### src/hw/rtl/pfde_pkg.sv
// shared types and constants for the page framebuffer draw engine
// no dependencies
package pfde_pkg;

  typedef enum logic [2:0] {
    REQ_PUT_PIXEL = 3'd0,
    REQ_GET_PIXEL = 3'd1,
    REQ_PUT_BYTE  = 3'd2,
    REQ_HLINE     = 3'd3,
    REQ_VLINE     = 3'd4
  } req_t;

  typedef enum logic [1:0] {
    MODE_CLEAR  = 2'd0,
    MODE_SET    = 2'd1,
    MODE_INVERT = 2'd2
  } mode_t;

  localparam logic [2:0] BIT_IDX_MASK = 3'h7;

  typedef enum logic [2:0] {
    ST_IDLE,
    ST_CLEAR,
    ST_READ,
    ST_WAIT,
    ST_WRITE,
    ST_DONE
  } state_t;

  function automatic logic [7:0] apply_paint(input logic [7:0] old_b,
                                             input logic [7:0] mask,
                                             input logic [1:0] mode);
    logic [7:0] res;
    begin
      res = old_b;
      case (mode)
        MODE_CLEAR:  res = old_b & ~mask;
        MODE_SET:    res = old_b | mask;
        MODE_INVERT: res = old_b ^ mask;
        default:     res = old_b;
      endcase
      return res;
    end
  endfunction

endpackage

### src/hw/rtl/pfde_front.sv
// front end: classifies commands, checks ranges, turns them into spans of byte ops
// depends on pfde_pkg
module pfde_front
  import pfde_pkg::*;
#(
  parameter int XW = 7,
  parameter int YW = 6
) (
  input  logic          clk,
  input  logic          rst_n,
  input  logic          in_valid,
  output logic          in_stall,
  input  logic [2:0]    in_req_type,
  input  logic [6:0]    in_pos_x,
  input  logic [5:0]    in_pos_y,
  input  logic [6:0]    in_end_x,
  input  logic [5:0]    in_end_y,
  input  logic [7:0]    in_data_byte,
  input  logic [1:0]    in_paint_mode,
  input  logic [XW:0]   eff_w,
  input  logic [YW:0]   eff_h,
  // queue entry
  output logic          q_valid,
  input  logic          q_ready,
  output logic [2:0]    q_req,
  output logic          q_ok,
  output logic [XW-1:0] q_x0,
  output logic [XW-1:0] q_x1,
  output logic [YW-1:0] q_y0,
  output logic [YW-1:0] q_y1,
  output logic [7:0]    q_byte,
  output logic [1:0]    q_mode
);

  logic          full_r;
  logic [2:0]    req_r;
  logic          ok_r;
  logic [XW-1:0] x0_r, x1_r;
  logic [YW-1:0] y0_r, y1_r;
  logic [7:0]    byte_r;
  logic [1:0]    mode_r;

  logic [XW:0] xa, xb;
  logic [YW:0] ya, yb;
  logic        xok, exok, yok, eyok, mok, ok;
  logic [YW:0] hi_y;

  assign xa   = (XW+1)'(in_pos_x);
  assign xb   = (XW+1)'(in_end_x);
  assign ya   = (YW+1)'(in_pos_y);
  assign yb   = (YW+1)'(in_end_y);
  assign xok  = xa < eff_w;
  assign exok = xb < eff_w;
  assign yok  = ya < eff_h;
  assign eyok = yb < eff_h;
  assign mok  = in_paint_mode != 2'd3;

  // range check per command
  always_comb begin
    case (in_req_type)
      REQ_PUT_PIXEL, REQ_PUT_BYTE: ok = xok && yok && mok;
      REQ_GET_PIXEL:               ok = xok && yok;
      REQ_HLINE:                   ok = xok && exok && yok && mok;
      REQ_VLINE:                   ok = xok && (yok || eyok);
      default:                     ok = 1'b0;
    endcase
  end

  assign hi_y = (ya > yb) ? ya : yb;

  assign in_stall = full_r && !q_ready;

  // one-entry queue register
  always_ff @(posedge clk) begin
    if (!rst_n) begin
      full_r <= 1'b0;
    end else if (in_valid && !in_stall) begin
      full_r <= 1'b1;
    end else if (q_ready) begin
      full_r <= 1'b0;
    end
  end

  // only the horizontal line orders its end columns
  always_ff @(posedge clk) begin
    if (in_valid && !in_stall) begin
      req_r  <= in_req_type;
      ok_r   <= ok;
      x0_r   <= (in_req_type == REQ_HLINE && in_end_x < in_pos_x) ?
                XW'(in_end_x) : XW'(in_pos_x);
      x1_r   <= (in_req_type == REQ_HLINE && in_pos_x < in_end_x) ?
                XW'(in_end_x) : XW'(in_pos_x);
      y0_r   <= (in_req_type == REQ_VLINE && in_end_y < in_pos_y) ?
                YW'(in_end_y) : YW'(in_pos_y);
      y1_r   <= (in_req_type == REQ_VLINE) ?
                ((hi_y >= eff_h) ? YW'(eff_h - 1'b1) : YW'(hi_y)) : YW'(in_pos_y);
      byte_r <= in_data_byte;
      mode_r <= (in_req_type == REQ_VLINE) ? MODE_SET : in_paint_mode;
    end
  end

  assign q_valid = full_r;
  assign q_req   = req_r;
  assign q_ok    = ok_r;
  assign q_x0    = x0_r;
  assign q_x1    = x1_r;
  assign q_y0    = y0_r;
  assign q_y1    = y1_r;
  assign q_byte  = byte_r;
  assign q_mode  = mode_r;

endmodule

### config.mk
export PLATFORM = sky130hd
export DESIGN_NAME = pfde_front
export DESIGN_NICKNAME = d
export VERILOG_FILES = /design/src/hw/rtl/pfde_pkg.sv /design/src/hw/rtl/pfde_front.sv
export SDC_FILE = /design/constraint.sdc
export NUM_CORES = 1
export LEC_CHECK = 0
export ABC_AREA = 1
export BUFFER_PORTS_ARGS = -buffer_cell sky130_fd_sc_hd__buf_4
export CAP_MARGIN = 20
export CORE_MARGIN = 2
export CORE_UTILIZATION = 55
export DETAILED_ROUTE_END_ITERATION = 10
export PLACE_DENSITY_LB_ADDON = 0.15
export SYNTH_ARGS = -nofsm -noshare
export SYNTH_HDL_FRONTEND = slang
export SYNTH_SLANG_ARGS = --single-unit
### constraint.sdc
create_clock -name clk -period 7.85 [get_ports clk]
set_input_delay 1.1775 -clock clk [delete_from_list [all_inputs] [get_ports clk]]
set_output_delay 1.1775 -clock clk [all_outputs]
set_load 0.03 [all_outputs]
# Word level (Yosys, flattened, before mapping)
# Index checks and enable logic that the tools add are counted.
# W data, S select, Z words.
# op_classes
n_mux	9
n_eq_ne	5
add_sub_neg	1
n_reduce_logical	17
n_lt_le_gt_ge	9
# ops
operator	n
$mux W6	4
$lt A7 B8 Y1	2
$lt A6 B7 Y1	2
$lt A7 B7 Y1	2
$mux W7	2
$logic_and A1 B1 Y1	11
$ge A6 B7 Y1	1
$eq A3 B2 Y1 const B	2
$gt A6 B6 Y1	1
$lt A6 B6 Y1	1
$sub A6 B1 Y6 const B	1
$pmux W1 S4	1
$eq A3 B1 Y1 const B	1
$eq A3 B3 Y1 const B	1
$logic_not A3 Y1	1
$logic_not A1 Y1	2
$mux W1	2
$ne A2 B2 Y1 const B	1
$reduce_bool A2 Y1	1
$reduce_or A2 Y1	1
$logic_or A1 B1 Y1	1
# word_totals
out_inout_bits	42
register_bits	41

# Longest topological paths before layout
# depth
word_depth	5
depth_mapped	18

# Worst setup path before layout
# OpenSTA, ideal clock, no wires.
# synth_path
kind	input-to-reg
from	input q_ready
to	register byte_r[0] (netlist: q_byte[0]), enable pin
path_buffers	0
stages	4
setup_slack_ns	4.281
required_time_ns	7.412
t_arrival_ns	3.132
cell_sequence	inv_1 > nand2_1 > inv_1 > nor2_1
# synth_via
elab_chain_cells	4
# synth_rtl
item	line	text
from (decl)	pfde_front.sv:24	input logic q_ready,
$logic_not A1 Y1	pfde_front.sv:71	assign in_stall = full_r && !q_ready;
$logic_and A1 B1 Y1	pfde_front.sv:71	
named net in_stall	pfde_front.sv:12	output logic in_stall,
$logic_not A1 Y1	pfde_front.sv:86	if (in_valid && !in_stall) begin
$logic_and A1 B1 Y1	pfde_front.sv:86	
to (signal assigned)	pfde_front.sv:97	byte_r <= in_data_byte;
to (decl)	pfde_front.sv:40	logic [7:0] byte_r;
# The timed path passes the listed nets, and every way through them passes these cells.
# A chain may end at the register's enable or synchronous reset.

# Final worst setup path
# layout_path
from	input in_pos_y[5]
to	register y1_r[3] (netlist: q_y1[3]) (data pin)
# layout_via
elab_chain_cells	5
# layout_rtl
item	line	text
from (decl)	pfde_front.sv:15	input logic [5:0] in_pos_y,
$gt A6 B6 Y1	pfde_front.sv:69	assign hi_y = (ya > yb) ? ya : yb;
$mux W6 *	pfde_front.sv:69	
$ge A6 B7 Y1	pfde_front.sv:96	((hi_y >= eff_h) ? YW'(eff_h - 1'b1) : YW'(hi_y)) : YW'(in_pos_y);
$mux W6 *	pfde_front.sv:96	
$mux W6 *	pfde_front.sv:95	y1_r <= (in_req_type == REQ_VLINE) ?
to (signal assigned)	pfde_front.sv:95	
to (decl)	pfde_front.sv:39	logic [YW-1:0] y0_r, y1_r;
# Mark *: on every way between the ends. The rest lies on a longest branch, timed or not.

==> results.toml <==
[run_status]
outcome = "finished, final reports clean"

[worst_setup_path]
rr_worst_depth = 3
max_stage_delay_ns = 0.31
cp.required_ns = 7.89
cp_top_family = "simple AND/OR/NAND/NOR gates"
endpoint_kind = "flop"
crit_buf_inv = 3
r2r_slack_ns = 6.17
path_class = "input port to flop"
slowest_stage = "ha_1"
r2r-end = "q_y0[1]$_DFFE_PP_"
r2r_start = "q_valid$_SDFFE_PN0P_"
cp_num_cells = 16
cp.arrival_ns = 3.64
crit_fanout = 9
crit_top_cell = "nand2_1"
cp_cell_sequence = "buf_4 -> inv_1 -> ha_1 -> a21o_1 -> nor2_2 -> nand2_4 -> o21ai_1 -> inv_1 -> ha_1 -> nand2_1 -> o21ai_0 -> nand2_1 -> nand3b_1 -> nand3_1 -> nand3_1 -> nand2_1"
startpoint_type = "input port"

[global_routing]
grt_usage = 0.236
grt_pass1_vias = 2428
grt_first_pass_wirelength_um = 11300
grt_max_degree = 41
grt_antenna_before_repair = 0
gr-total-overflow = 0

[sta]
tightestPinTransition_ns = 1.06
drv_slew = 0
final.setup.tns_ns = 0
min_period_over_period = 0.459
setup_viol = 0
hold_viol_final = 0
skew_ns = 0.00473
max_freq_ghz = 0.277
relSlewSlack = 0.291
fin_crit_ns = 3.60
rsz0062_at_grt = "no"

[clocking]
post-cts-setup-buffers = 0
holdBufCountCts = 0
worstSkewPairLatency_ns = 0.29
root_buffer = "clkbuf_8"
cts_resized = 0
cts_sinks = 41
path_clk_slew_ns = 0.07
cts_buffers = 5
cts.path.max_buffers = 2
cts_tree = "done"
htreeDepth = 2

[floorplanning]
io_pins = 100
dieHeight_um = 77.5
core_area_sq_um = 5170
initial_utilization = 0.574
dieWidth_um = 77.5
std_cell_rows = 26
design.die.area_sq_um = 6000

[final_layout]
nets = 537
areaGrowthSynthToFinish_pct = 30.7
drive_above_1_share = 0.303
nFillCells = 394
final_area_sq_um = 3880
diodes = 0

[synth]
synth_top_area_frac = 0.405
synth_ff_type = "edfxtp_1"
synth_edf_count = 40
ys_top_cells_by_count = "nand2_1, inv_1, ha_1"
ys_seq_elements = 41
avgSynthCellArea_sq_um = 8.84
yosysMostFrequentCell = "nand2_1"
synth_area_sq_um = 2970
yosys-top-cells-area = "edfxtp_1, ha_1, nand2_1"
yosys_warnings = 0
synth-async-reset-ratio = 0
syn_inst = 336
ys_seq_area_frac = 0.411
syn_nets = 435
synth_top_cell_by_area = "edfxtp_1"
ys_types = 35

[routing]
drt-vias-per-instance = 5.16
final_antenna_net_count = 0
vias = 2628
finalWirelength_um = 6770
drt_iter0_drc = 203
dr.pass1.iters = 4
avgRoutedWirePerCell_um = 13.3
drc = 0

[hold_path]
hold_path_depth = 2
worstHoldPathType = "flop to flop"
hold_path_end = "q_valid$_SDFFE_PN0P_"
hp-start = "q_valid$_SDFFE_PN0P_"

[place]
portBuffers = 99
gp_congestion = 0.944
place_area_sq_um = 3770
dp_hpwl_um = 5650

[pwr]
irDropWorstVdd_mv = 0.105
power.leakage_uw = 0.00201
powerDensity_nw_per_um2 = 157

[job]
maxCapViolCount = 0
==> cell families (layout without fill, tap and decap cells) <==
family                   after synthesis  after routing  share of synthesized area
AND/OR/NAND/NOR                      136            136                      0.199
AO/OA/AOI/OAI                         58             58                      0.130
buffers and inverters                 57            160                     0.0784
adder cells (fa/ha/maj)               41             41                      0.173
flip-flops                            41             41                      0.411
XOR/XNOR                               3              3                    0.00885
==> flip-flops by register name, indices dropped and copies added (netlist names) <==
name and flops:
q_ok 1, q_x0 7, q_req 3, q_y0 6, q_valid 1, q_y1 6, q_byte 8, q_mode 2
q_x1 7
==> worst max-delay path by stage <==
stage / end / startpoint / slack [ns]
floorplan: q_byte[0]$_DFFE_PP_ / q_ready / 4.28
global placement: q_y1[3]$_DFFE_PP_ / in_pos_y[3] / 4.12
detailed placement: q_y1[3]$_DFFE_PP_ / in_pos_y[5] / 4.00
CTS: q_y1[3]$_DFFE_PP_ / in_pos_y[5] / 4.30
global route: q_y1[3]$_DFFE_PP_ / in_pos_y[5] / 3.99
finish: q_y1[3]$_DFFE_PP_ / in_pos_y[5] / 4.25
==> through the flow <==
step	instances	hold WS (ns)	power [uW]	util	worst slack [ns]
final	509	0.550	609	0.750	4.25
after detailed placement	501	0.541	454	0.730	4.00
after CTS	509	0.550	611	0.750	4.30
after global placement	501	0.483	448	0.730	4.12
after floorplan	336	0.618	384	-	4.28
after global routing	509	0.609	640	0.750	3.99
==> routing by layer <==
layer | track usage | share of wire | wire, um
met5 | 0 | 0 | 0
met4 | 0.0786 | 0.016 | 108
met3 | 0.0267 | 0.070 | 472
met2 | 0.384 | 0.45 | 3050
met1 | 0.329 | 0.46 | 3140
==> report_power, final <==
part	internal [uW]	leakage (uW)	switching, uW
combinational	74.7	0.00156	113
clock	93.7	0.0000528	65.0
sequential	259	0.000396	4.16
==> layout by cell type (no fill, tap or decap) <==
cell,Yosys,final
nand4_2,1,1
inv_1,45,45
a21boi_0,1,1
nand3_1,14,14
o21ai_2,9,9
a21o_1,3,3
nor3_4,1,1
dfxtp_1,1,1
o211ai_1,1,1
nor3_1,1,1
buf_4,1,99
nand2_1,94,94
ha_1,41,41
clkinv_1,0,1
nand2_2,1,1
inv_2,8,8
a22oi_1,1,1
nor2_4,0,1
and3_1,3,3
nand3_2,2,2
o21a_1,4,4
clkbuf_1,1,1
nor2_1,15,14
a21oi_1,18,18
nand2_4,1,1
a21boi_2,1,1
xor2_1,2,2
o21ai_4,1,1
xnor2_1,1,1
nor2_2,1,1
o211ai_4,1,1
o21ai_1,16,16
bufinv_16,0,1
clkbuf_8,0,5
edfxtp_1,40,40
a211oi_1,1,1
nand3b_1,2,2
o21ai_0,1,1
==> area by class of cell <==
class	instances	area [sq um]	share of cell area
Inverter	53	199	0.0513
Sequential cell	41	1220	0.315
Tap cell	70	87.6	0.0226
Clock inverter	2	33.8	0.00871
Multi-Input combinational cell	238	1520	0.392
Clock buffer	6	72.6	0.0187
Timing Repair Buffer	99	743	0.192
==> worst register-to-register path, stage by stage (launching register included) <==
cell and delay (ns):
dfxtp_1 0.32, nand2_1 0.08, inv_1 0.08, nor2_4 0.80
(Power assumes the default switching activity.)
